<file path="src/hdl/dsa_pkg.sv">
`default_nettype none

package dsa_pkg;

  localparam int AREA_COUNT_DEFAULT = 2;
  localparam int RING_DEPTH_DEFAULT = 8;

  localparam int ADDR_W   = 32;
  localparam int SIZE_W   = 28;
  localparam int SIZE_R_W = SIZE_W + 1;   // size after rounding up to four
  localparam int SPACE_W  = ADDR_W + 1;

  // configuration register file
  localparam int CFG_IDX_W = 3;
  localparam int CFG_COUNT = 4;

  localparam logic [ADDR_W-1:0] AREA0_START_RST = 32'h0020_0000;
  localparam logic [ADDR_W-1:0] AREA0_LIMIT_RST = 32'h0030_0000;
  localparam logic [ADDR_W-1:0] AREA1_START_RST = 32'h0000_0000;
  localparam logic [ADDR_W-1:0] AREA1_LIMIT_RST = 32'h0610_0000;

  typedef enum logic [1:0] {
    ACT_ALLOC = 2'd0,
    ACT_FREE  = 2'd1,
    ACT_INIT  = 2'd2,
    ACT_LOCK  = 2'd3
  } action_e;

  typedef enum logic [1:0] {
    STATUS_OK       = 2'd0,
    STATUS_NO_ROOM  = 2'd1,
    STATUS_BAD_FREE = 2'd2
  } status_e;

  typedef enum logic [2:0] {
    AOP_HOLD,
    AOP_PUSH,
    AOP_POP,
    AOP_REWIND,
    AOP_LOCK
  } area_op_e;

  typedef struct packed {
    area_op_e          op;
    logic [ADDR_W-1:0] push_top;
    logic              start_we;
    logic              limit_we;
    logic [ADDR_W-1:0] cfg_data;
  } area_cmd_t;

  typedef struct packed {
    logic [ADDR_W-1:0] cur_top;
    logic [ADDR_W-1:0] prev_top;
    logic [ADDR_W-1:0] limit;
    logic [ADDR_W-1:0] base;
  } area_stat_t;

  function automatic logic [ADDR_W-1:0] area_start_rst(input int idx);
    logic [ADDR_W-1:0] v;
    case (idx)
      0:       v = AREA0_START_RST;
      1:       v = AREA1_START_RST;
      default: v = '0;
    endcase
    return v;
  endfunction

  function automatic logic [ADDR_W-1:0] area_limit_rst(input int idx);
    logic [ADDR_W-1:0] v;
    case (idx)
      0:       v = AREA0_LIMIT_RST;
      1:       v = AREA1_LIMIT_RST;
      default: v = '0;
    endcase
    return v;
  endfunction

endpackage

`default_nettype wire

</file>
<file path="src/hdl/dsa_area.sv">
`default_nettype none

module dsa_area #(
  parameter int                     RING_DEPTH  = dsa_pkg::RING_DEPTH_DEFAULT,
  parameter logic [dsa_pkg::ADDR_W-1:0] START_RESET = '0,
  parameter logic [dsa_pkg::ADDR_W-1:0] LIMIT_RESET = '0
) (
  input  wire                 clk_i,
  input  wire                 rst_ni,
  input  dsa_pkg::area_cmd_t  cmd_i,
  output dsa_pkg::area_stat_t stat_o
);
  import dsa_pkg::*;

  localparam int PW = (RING_DEPTH > 1) ? $clog2(RING_DEPTH) : 1;
  localparam logic [PW-1:0] POS_LAST = PW'(RING_DEPTH - 1);

  logic [ADDR_W-1:0] ring_q [RING_DEPTH];
  logic [PW-1:0]     pos_q;
  logic [ADDR_W-1:0] cur_q;   // mirror of ring_q[pos_q]
  logic [ADDR_W-1:0] base_q;
  logic [ADDR_W-1:0] limit_q;

  logic [PW-1:0] pos_next, pos_prev;

  assign pos_next = (pos_q == POS_LAST) ? '0 : pos_q + PW'(1);
  assign pos_prev = (pos_q == '0) ? POS_LAST : pos_q - PW'(1);

  always_ff @(posedge clk_i or negedge rst_ni) begin
    if (!rst_ni) begin
      for (int s = 1; s < RING_DEPTH; s++) begin
        ring_q[s] <= '0;
      end
      ring_q[0] <= START_RESET;
      pos_q     <= '0;
      cur_q     <= START_RESET;
      base_q    <= START_RESET;
      limit_q   <= LIMIT_RESET;
    end else begin
      unique case (cmd_i.op)
        AOP_PUSH: begin
          pos_q            <= pos_next;
          ring_q[pos_next] <= cmd_i.push_top;
          cur_q            <= cmd_i.push_top;
        end
        AOP_POP: begin
          pos_q <= pos_prev;
          cur_q <= ring_q[pos_prev];
        end
        AOP_REWIND: begin
          ring_q[0] <= base_q;
          pos_q     <= '0;
          cur_q     <= base_q;
        end
        AOP_LOCK: begin
          base_q <= cur_q;
        end
        AOP_HOLD: begin
        end
        default: begin
        end
      endcase
      if (cmd_i.start_we) begin
        base_q <= cmd_i.cfg_data;
      end
      if (cmd_i.limit_we) begin
        limit_q <= cmd_i.cfg_data;
      end
    end
  end

  assign stat_o.cur_top  = cur_q;
  assign stat_o.prev_top = ring_q[pos_prev];
  assign stat_o.limit    = limit_q;
  assign stat_o.base     = base_q;

endmodule

`default_nettype wire

</file>
<file path="src/hdl/dual_area_stack_allocator.sv">
`default_nettype none
// Channel | Direction | Handshake                  | Payload
// --------+-----------+----------------------------+---------------------------------------
// in      | input     | in_valid_i / in_ready_o    | action_i, area_i, size_i, address_i
// out     | output    | out_valid_o / out_ready_i  | status_o, block_address_o,
//         |           |                            | area_used_o, space_left_o
// cfg     | input     | cfg_valid_i / cfg_ready_o  | cfg_index_i, cfg_data_i
//
// One beat per cycle while out_ready_i is high; a beat is first held in the input register
// and its result then loads into the result register, which drives out_valid_o.
// The per-area compares, the top add and the space subtraction sit between the input
// register and the result register; area state updates on the same edge the result loads.
// Reset brings all rings to their base and positions to zero at once; no clearing pass.
// A stalled result holds the pipe: the input register keeps one more beat, then in_ready_o drops.
// cfg_ready_o is always high; writes are expected only while the block is idle.

module dual_area_stack_allocator #(
  parameter int AREA_COUNT = dsa_pkg::AREA_COUNT_DEFAULT,
  parameter int RING_DEPTH = dsa_pkg::RING_DEPTH_DEFAULT
) (
  input  wire                              clk_i,
  input  wire                              rst_ni,
  // request channel
  input  wire                              in_valid_i,
  output logic                             in_ready_o,
  input  wire  [1:0]                       action_i,
  input  wire                              area_i,
  input  wire  [dsa_pkg::SIZE_W-1:0]       size_i,
  input  wire  [dsa_pkg::ADDR_W-1:0]       address_i,
  // result channel
  output logic                             out_valid_o,
  input  wire                              out_ready_i,
  output logic [1:0]                       status_o,
  output logic [dsa_pkg::ADDR_W-1:0]       block_address_o,
  output logic                             area_used_o,
  output logic signed [dsa_pkg::SPACE_W-1:0] space_left_o,
  // configuration write channel
  input  wire                              cfg_valid_i,
  output logic                             cfg_ready_o,
  input  wire  [dsa_pkg::CFG_IDX_W-1:0]    cfg_index_i,
  input  wire  [dsa_pkg::ADDR_W-1:0]       cfg_data_i
);
  import dsa_pkg::*;

  localparam int AW = (AREA_COUNT > 1) ? $clog2(AREA_COUNT) : 1;

  // ---------------- input register ----------------
  logic                in_vld_q;
  action_e             act_q;
  logic                area_q;
  logic [SIZE_W-1:0]   size_q;
  logic [ADDR_W-1:0]   addr_q;

  logic advance;

  // ---------------- result register ----------------
  logic                out_vld_q;
  status_e             status_q;
  logic [ADDR_W-1:0]   block_q;
  logic                used_q;
  logic [SPACE_W-1:0]  space_q;

  assign advance    = in_vld_q && (!out_vld_q || out_ready_i);
  assign in_ready_o = !in_vld_q || advance;

  always_ff @(posedge clk_i or negedge rst_ni) begin
    if (!rst_ni) begin
      in_vld_q <= 1'b0;
    end else if (in_ready_o) begin
      in_vld_q <= in_valid_i;
    end
  end

  always_ff @(posedge clk_i) begin
    if (in_ready_o && in_valid_i) begin
      act_q  <= action_e'(action_i);
      area_q <= area_i;
      size_q <= size_i;
      addr_q <= address_i;
    end
  end

  // ---------------- per-area storage ----------------
  area_cmd_t  cmd  [AREA_COUNT];
  area_stat_t stat [AREA_COUNT];

  // ---------------- request decode ----------------
  logic [AW-1:0]       req;
  logic [SIZE_R_W-1:0] size_r;
  logic [AREA_COUNT-1:0] fits;
  logic [AREA_COUNT-1:0] hits;
  logic [AW-1:0]       alloc_sel;
  logic                alloc_ok;
  logic [AW-1:0]       free_sel;
  logic                free_ok;
  logic [ADDR_W-1:0]   next_cur [AREA_COUNT];
  logic [ADDR_W-1:0]   alloc_top;

  // area index folds into the configured count
  assign req    = (AREA_COUNT == 1) ? '0 : AW'(area_q);
  assign size_r = ({1'b0, size_q} + SIZE_R_W'(3)) & ~SIZE_R_W'(3);

  for (genvar a = 0; a < AREA_COUNT; a++) begin : g_fit
    logic [SPACE_W-1:0] room;
    assign room    = {1'b0, stat[a].limit} - {1'b0, stat[a].cur_top};
    // strictly greater; a top at the limit gives zero room and a top past it negative room
    assign fits[a] = $signed(room) > $signed({{(SPACE_W-SIZE_R_W){1'b0}}, size_r});
    assign hits[a] = (stat[a].prev_top == addr_q);
  end

  // first fitting area starting at the preferred one, wrapping
  always_comb begin
    int idx;
    alloc_sel = '0;
    alloc_ok  = 1'b0;
    for (int k = AREA_COUNT - 1; k >= 0; k--) begin
      idx = int'(req) + k;
      if (idx >= AREA_COUNT) begin
        idx = idx - AREA_COUNT;
      end
      if (fits[AW'(idx)]) begin
        alloc_sel = AW'(idx);
        alloc_ok  = 1'b1;
      end
    end
  end

  // lowest-index area whose previous top matches
  always_comb begin
    free_sel = '0;
    free_ok  = 1'b0;
    for (int a = AREA_COUNT - 1; a >= 0; a--) begin
      if (hits[a]) begin
        free_sel = AW'(a);
        free_ok  = 1'b1;
      end
    end
  end

  assign alloc_top = stat[alloc_sel].cur_top;

  for (genvar a = 0; a < AREA_COUNT; a++) begin : g_area
    logic cfg_hit;
    assign cfg_hit = cfg_valid_i && (cfg_index_i < CFG_IDX_W'(CFG_COUNT)) &&
                     ({cfg_index_i[CFG_IDX_W-1:1], 1'b0} == CFG_IDX_W'(2 * a));

    always_comb begin
      cmd[a].op       = AOP_HOLD;
      cmd[a].push_top = stat[a].cur_top + ADDR_W'(size_r);
      // index bit zero picks limit over start
      cmd[a].start_we = cfg_hit && !cfg_index_i[0];
      cmd[a].limit_we = cfg_hit && cfg_index_i[0];
      cmd[a].cfg_data = cfg_data_i;
      next_cur[a]     = stat[a].cur_top;
      unique case (act_q)
        ACT_ALLOC: begin
          if (alloc_ok && alloc_sel == AW'(a)) begin
            cmd[a].op   = AOP_PUSH;
            next_cur[a] = cmd[a].push_top;
          end
        end
        ACT_FREE: begin
          if (free_ok && free_sel == AW'(a)) begin
            cmd[a].op   = AOP_POP;
            next_cur[a] = stat[a].prev_top;
          end
        end
        ACT_INIT: begin
          cmd[a].op = AOP_REWIND;
        end
        ACT_LOCK: begin
          cmd[a].op = AOP_LOCK;
        end
        default: begin
        end
      endcase
      if (!advance) begin
        cmd[a].op = AOP_HOLD;
      end
    end

    dsa_area #(
      .RING_DEPTH  (RING_DEPTH),
      .START_RESET (area_start_rst(a)),
      .LIMIT_RESET (area_limit_rst(a))
    ) u_area (
      .clk_i  (clk_i),
      .rst_ni (rst_ni),
      .cmd_i  (cmd[a]),
      .stat_o (stat[a])
    );
  end

  // rewind puts every area back on its locked base, seen here as the next top
  logic [ADDR_W-1:0] req_next_top;

  assign req_next_top = (act_q == ACT_INIT) ? stat[req].base : next_cur[req];

  // ---------------- result ----------------
  status_e            status_d;
  logic [ADDR_W-1:0]  block_d;
  logic               used_d;
  logic [SPACE_W-1:0] space_d;

  always_comb begin
    status_d = STATUS_OK;
    block_d  = '0;
    used_d   = 1'b0;
    unique case (act_q) inside
      ACT_ALLOC: begin
        if (alloc_ok) begin
          block_d = alloc_top;
          used_d  = alloc_sel[0];
        end else begin
          status_d = STATUS_NO_ROOM;
        end
      end
      ACT_FREE: begin
        if (free_ok) begin
          used_d = free_sel[0];
        end else begin
          status_d = STATUS_BAD_FREE;
        end
      end
      ACT_INIT, ACT_LOCK: begin
      end
      default: begin
      end
    endcase
    space_d = {1'b0, stat[req].limit} - {1'b0, req_next_top};
  end

  always_ff @(posedge clk_i or negedge rst_ni) begin
    if (!rst_ni) begin
      out_vld_q <= 1'b0;
    end else if (!out_vld_q || out_ready_i) begin
      out_vld_q <= in_vld_q;
    end
  end

  always_ff @(posedge clk_i) begin
    if (advance) begin
      status_q <= status_d;
      block_q  <= block_d;
      used_q   <= used_d;
      space_q  <= space_d;
    end
  end

  assign out_valid_o     = out_vld_q;
  assign status_o        = status_q;
  assign block_address_o = block_q;
  assign area_used_o     = used_q;
  assign space_left_o    = $signed(space_q);
  assign cfg_ready_o     = 1'b1;

endmodule

`default_nettype wire
</file>
<file path="config.mk">
export PLATFORM = sky130hd
export DESIGN_NAME = dual_area_stack_allocator
export DESIGN_NICKNAME = d
export VERILOG_FILES = /design/src/hdl/dsa_pkg.sv /design/src/hdl/dsa_area.sv /design/src/hdl/dual_area_stack_allocator.sv
export SDC_FILE = /design/constraint.sdc
export NUM_CORES = 2
export LEC_CHECK = 0
export ABC_AREA = 1
export BUFFER_PORTS_ARGS = -buffer_cell sky130_fd_sc_hd__buf_4
export CORE_MARGIN = 10
export CORE_UTILIZATION = 50
export DETAILED_ROUTE_END_ITERATION = 16
export PLACE_DENSITY = 0.66
export SYNTH_ARGS = -nofsm -noshare
export SYNTH_HDL_FRONTEND = slang
export SYNTH_HIERARCHICAL = 1
export SYNTH_SLANG_ARGS = --single-unit
</file>
<file path="constraint.sdc">
create_clock -name clk_i -period 13.4 [get_ports clk_i]
set_input_delay 2.68 -clock clk_i [delete_from_list [all_inputs] [get_ports clk_i]]
set_output_delay 2.68 -clock clk_i [all_outputs]
set_load 0.01 [all_outputs]
</file>
-- Word-level counts from Yosys, hierarchy flattened
Index checks and enable logic that the tools add are counted.
- memory bits (read-only): 0
- register bits: 843
- bits in writable memories: 0
- output and inout port bits: 71
- memories kept: 0
- word-level logic and storage cells: 184
- bits in latches: 0
- $mul: 0
- bitwise operators: 8
- shift operators: 0
- muxes and demuxes: 69
- equality and inequality tests: 16
- order comparisons: 14
- reductions and logical operators: 31
- add/sub/neg operators: 12
- div/mod/pow operators: 0
- operators with widths (operator ; number):
    32-bit two-way mux ; 18
    256-bit bitwise mux ; 2
    128-bit two-way mux ; 3
    32-bit case mux with 2 select lines ; 4
    32-bit binary-select mux with 3-bit select ; 2
    32-bit demux with 3-bit select ; 2
    64-bit two-way mux ; 3
    32-bit case mux with 3 select lines ; 2
    32-bit by 32-bit subtractor with 33-bit output ; 2
    32-bit by 29-bit adder with 32-bit output ; 2
    32-bit equality test ; 2
    33-bit by 30-bit greater-than comparator with 1-bit output ; 1
    28-bit by 2-bit adder with 29-bit output (second input constant) ; 1
    3-bit case mux with 4 select lines ; 2
    1-bit two-way mux ; 18
    3-bit two-way mux ; 6
    3-bit case mux with 3 select lines ; 2
    4-bit >= comparator (second input constant) ; 4
    3-bit inverter with 4-bit output ; 4
    1-bit logical AND ; 15
    3-bit by 2-bit equality test with 1-bit output (second input constant) ; 4
    3-bit equality test (second input constant) ; 4
    4-bit by 1-bit less-than comparator with 1-bit output (second input constant) ; 2
    2-bit nonzero test ; 4
    other kinds (22) ; 41

-- Depth between registers and ports, before layout
- word-level depth: 18
- gate-level depth with buffers: 47
- depth with buffers taken out: 47

-- Hierarchy
The synthesis kept the hierarchy.
- by module, submodules not included (module ; cells each ; times used ; area each (um2) ; sequential area each (um2)):
    dsa_area (g_area[1].u_area) ; 2273 ; 1 ; 17226.5 ; 8887.3
    dsa_area (g_area[0].u_area) ; 2189 ; 1 ; 17192.7 ; 8889.8
    dual_area_stack_allocator ; 2507 ; 1 ; 16480.8 ; 3983.8

-- Worst setup path before layout
Ideal clock, no wire load.
- path kind: reg2reg
- from: register g_area[0].u_area.pos_q[0]
- to: register space_q[20], in the netlist space_left_o[20], data pin
- data arrival time: 6.225 ns
- setup slack: 6.917 ns
- cell stages (with the launch flop): 40
- period minus slack after synthesis: 6.483 ns
- setup time: 0.258 ns
- path through: dfrtp_1 > clkbuf_1 > clkbuf_1 > clkbuf_1 > inv_1 > ha_1 > clkbuf_1 > inv_1 > clkbuf_1 > buf_1 > nand3_1 > nand3_1 > and2_1 > nor2_1 > nor4_1 > nand4_1 > nor2_1 > nand2_1 > [4 not listed] > o21ai_0 > a21oi_1 > a21oi_1 > ha_1 > inv_1 > fa_1 > nand3_1 > nand2_1 > nand3_1 > nand2_1 > nand3_1 > nand2_1 > a21oi_1 > o21ai_0 > a21boi_0 > o21ai_0 > a21oi_1 > xnor2_1
- RTL lines (item ; RTL line ; text):
    start: declaration ; dsa_area.sv:19 ; logic [PW-1:0] pos_q;
    start signal: assignment ; dsa_area.sv:42 ; pos_q <= pos_next;
    start signal: assignment ; dsa_area.sv:47 ; pos_q <= pos_prev;
    end signal: assignment ; dual_area_stack_allocator.sv:246 ; space_q <= space_d;
    end: declaration ; dual_area_stack_allocator.sv:61 ; logic [SPACE_W-1:0] space_q;

-- Worst setup path in the final report
- from: register size_q[2]
- to: register space_q[23], in the netlist space_left_o[23], data pin
- longest elaborated chain between the ends: 15
- ends and longest elaborated chain (item ; RTL line ; text):
    start: declaration ; dual_area_stack_allocator.sv:51 ; logic [SIZE_W-1:0] size_q;
    start signal: assignment ; dual_area_stack_allocator.sv:78 ; size_q <= size_i;
    28-bit by 2-bit adder with 29-bit output * ; dual_area_stack_allocator.sv:101 ; assign size_r = ({1'b0, size_q} + SIZE_R_W'(3)) & ~SIZE_R_W'(3);
    33-bit by 30-bit greater-than comparator with 1-bit output ; dual_area_stack_allocator.sv:107 ; assign fits[a] = $signed(room) > $signed({{(SPACE_W-SIZE_R_W){1'b0}}, size_r});
    1-bit two-way mux (implied by the code) (2 in a row) ; dual_area_stack_allocator.sv:121 ; if (fits[AW'(idx)]) begin
    1-bit two-way mux (2 in a row) ; dual_area_stack_allocator.sv:121 ;
    1-bit inverter ; dual_area_stack_allocator.sv:157 ; if (alloc_ok && alloc_sel == AW'(a)) begin
    1-bit logical AND ; dual_area_stack_allocator.sv:157 ;
    32-bit two-way mux ; dual_area_stack_allocator.sv:157 ;
    32-bit case mux with 2 select lines ; dual_area_stack_allocator.sv:155 ; unique case (act_q)
    32-bit two-way mux (implied by the code) * (3 in a row) ; dual_area_stack_allocator.sv:197 ; assign req_next_top = (act_q == ACT_INIT) ? stat[req].base : next_cur[req];
    32-bit two-way mux * ; dual_area_stack_allocator.sv:197 ;
    32-bit by 32-bit subtractor with 33-bit output * ; dual_area_stack_allocator.sv:230 ; space_d = {1'b0, stat[req].limit} - {1'b0, req_next_top};
    net space_d[23] ; dual_area_stack_allocator.sv:203 ; logic [SPACE_W-1:0] space_d;
The timed path passes the listed nets; every way through them passes the cells marked *. The select of a mux whose other input is x is not followed.
A chain may end at the register's enable or synchronous reset.

==> impl_metrics.py <==
metrics = {
    "sta": {
        "fin_ws_ns": 4.533,
        "worst_pin_slew_ns": 1.340,
        "period_needed_ns": 8.867,
        "hold_ws_ns": 0.4758,
        "hold_viol": 0,
        "finClkSkew_ns": 0.02656,
        "period_share": 0.6617,
        "tns_ns": 0,
        "slew_headroom": 0.1067,
        "max_freq_mhz": 112.8,
        "grt_setup_unrepaired": "no",
        "slew_violations": 0,
        "finalSetupViolCount": 0,
    },
    "clock_network": {
        "clock_latency_ns": 0.71,
        "clk_pin_slew_ns": 0.06,
        "cts_resized": 0,
        "cts_setup_buffers": 0,
        "cts_root_buffer": "clkbuf_16",
        "cts_made_buffers": 95,
        "cts.sinks": 843,
        "cts_tree": "done",
        "cts_buffer_depth": 3,
        "hold_buffers": 0,
        "h-tree-depth": 3,
    },
    "placed_design": {
        "port_buffers": 172,
        "place_ws_ns": 4.996,
        "dp_cells": 8227,
        "globalplace.congestion": 1.096,
        "place_hpwl_um": 150400,
    },
    "floorplanning": {
        "dieArea_um2": 115000,
        "core_area_um2": 100600,
        "boundaryPins": 174,
        "rows": 116,
        "dieWidth_um": 339.1,
        "start_util": 0.5061,
        "die_y_um": 339.1,
    },
    "route": {
        "wl_per_cell_um": 24.31,
        "totalWireLength_um": 204400,
        "antenna_left": 0,
        "drc": 0,
        "vias": 48900,
        "dr.pass1.iters": 6,
        "drt-vias-per-instance": 5.816,
        "drt_iter0_markers": 6470,
    },
    "run": {
        "maxCapViolCount": 0,
    },
    "critical_path": {
        "cp.arrival_ns": 9.31,
        "cpMostUsedCell": "nand2_1",
        "critPathMaxFanout": 26,
        "reg2regPathDepth": 43,
        "required_ns": 13.84,
        "crit_type": "reg -> reg",
        "cp-start-kind": "flip-flop",
        "r2r-start": "size_q[2]",
        "cp_slowest_stage_delay_ns": 0.97,
        "critical_path.slowest_cell": "nor2_1",
        "startpoint": "size_q[2]",
        "cp-end-kind": "flip-flop",
    },
    "synth": {
        "synth_async_sr_flop_share": 0.8446,
        "yosysMostFrequentCell": "nand2_1",
        "synth_edf_count": 131,
        "ys_top_cells_by_count": "nand2_1, inv_1, dfrtp_1, nand3_1, o21ai_0",
        "synth_seq_area_share": 0.4275,
        "synth.area.top_cells": "dfrtp_1, nand2_1, edfxtp_1",
        "ys_seq_elements": 843,
        "synth_warnings": 6,
        "synth_nets": 7229,
        "synth_top_cell_by_area": "dfrtp_1",
        "syn_area_um2": 50900,
        "synthCells": 6969,
        "synth_cell_type_count": 57,
        "netlist.area_leader.share": 0.3461,
        "syn_avg_cell_area_um2": 7.304,
        "synth_ff_type": "dfrtp_1",
    },
    "run_status": {
        "status": "finished clean",
    },
    "global_routing": {
        "grt_use_total": 0.3432,
        "antenna_found_initial": 2,
        "grt-ovfl-total": 0,
        "grt_pass1_vias": 44750,
        "grt_max_degree": 151,
        "grt_pass1_wl_um": 300100,
    },
    "finish": {
        "fillers": 9731,
        "drive_gt1_frac": 0.07206,
        "syn_to_final_growth_pct": 10.89,
        "nets": 7227,
        "final_cells": 8409,
    },
    "pwr": {
        "p_leak_nw": 27.37,
        "powerDensity_nw_per_um2": 285.2,
        "finalPower_mw": 16.10,
        "peakVddDrop_v": 0.0002081,
    },
    "hold_path": {
        "holdPathStages": 2,
        "hp-class": "reg -> reg",
        "hp-start": "g_area[0].u_area/ring_q[47]",
    },
}
[metrics by stage]
| step | util | instance area [µm²] |
|---|---|---|
| finish | 0.5612 | 56440 |
| detailed placement | 0.5293 | 53240 |
| global route | 0.5611 | 56440 |
| CTS | 0.5611 | 56440 |
| floorplan | - | 50900 |
| global placement | 0.5293 | 53240 |
[cells in the final DEF, fill, tap and decap left out, drive strengths merged, types with 38 or more instances in the layout]
master and count:
nand2 1786, inv 965, dfrtp 704, o21ai 695, nand3 683, nor2 479, a21oi 401, buf 253
ha 153, edfxtp 131, clkbuf 122, xor2 96, o211ai 81, and2 66, a211oi 66, xnor2 59
nand4 47, clkinv 41, nand3b 38
[path summary, 6_finish.rpt]
| check | endpoint | slack [ns] |
|---|---|---|
| max reg2reg | space_left_o[23] | 4.53 |
| min reg2reg | g_area[0].u_area/ring_q[47] | 0.48 |
| min in group asynchronous | g_area[1].u_area/ring_q[125] | 2.01 |
| min | g_area[0].u_area/ring_q[47] | 0.48 |
| max | space_left_o[23] | 4.53 |
| max in group asynchronous | g_area[0].u_area/limit_q[19] | 9.03 |
[worst max-delay path: cells and delay by family, from the launching register on]
family          cells  cell delay, ns
fa+ha+maj           2            0.70
flops               1            0.37
simple gates       26            4.21
buf+inv             4            0.68
xor+xnor            1            0.09
compound gates     10            2.52
[logic make-up (layout without fill, tap and decap cells)]
family | after synthesis | in the layout | synth area share
simple gates | 3166 | 3166 | 0.2645
buf+inv | 1315 | 1396 | 0.09860
flops | 843 | 843 | 0.4275
compound gates | 1332 | 1332 | 0.1435
other cells | 1 | 3 | 0.00007367
xor+xnor | 155 | 155 | 0.02667
fa+ha+maj | 157 | 157 | 0.03918
[final cells by class]
type                       instances  area, µm²  area share
multi-input combinational       4811      24220      0.4291
sequential                       843      21770      0.3857
inverter                         963       3621     0.06415
clock buffer                     122       2549     0.04516
timing repair buffer             253       1932     0.03423
tap                             1357       1698     0.03008
clock inverter                    58      653.1     0.01157
antenna                            2      5.005  0.00008867
[metal layers]
layer | global-route usage | vias to the layer above | share of wire
met3 | 0.08036 | 421 | 0.11
met1 | 0.4746 | 23420 | 0.42
met2 | 0.4967 | 2538 | 0.42
met5 | 0 | - | 0.000054
li1 | - | 22520 | -
met4 | 0.1766 | 2 | 0.059
[flip-flops by register name, summed over array words and instances, names as in the netlist]
signal and flops:
space_left_o 33, act_q 2, g_area.u_area/base_q 64, size_q 28, g_area.u_area/ring_q 512, addr_q 32
g_area.u_area/pos_q 6, g_area.u_area/limit_q 64, status_o 2, g_area.u_area/cur_q 64, area_used_o 1, in_vld_q 1
out_valid_o 1, block_address_o 32, area_q 1
[power breakdown]
part | internal (mW) | switching, mW | total (mW)
clock network | 1.58 | 1.14 | 2.72
registers | 3.64 | 0.787 | 4.42
logic | 2.62 | 6.34 | 8.96
(Power assumes the default switching activity.)
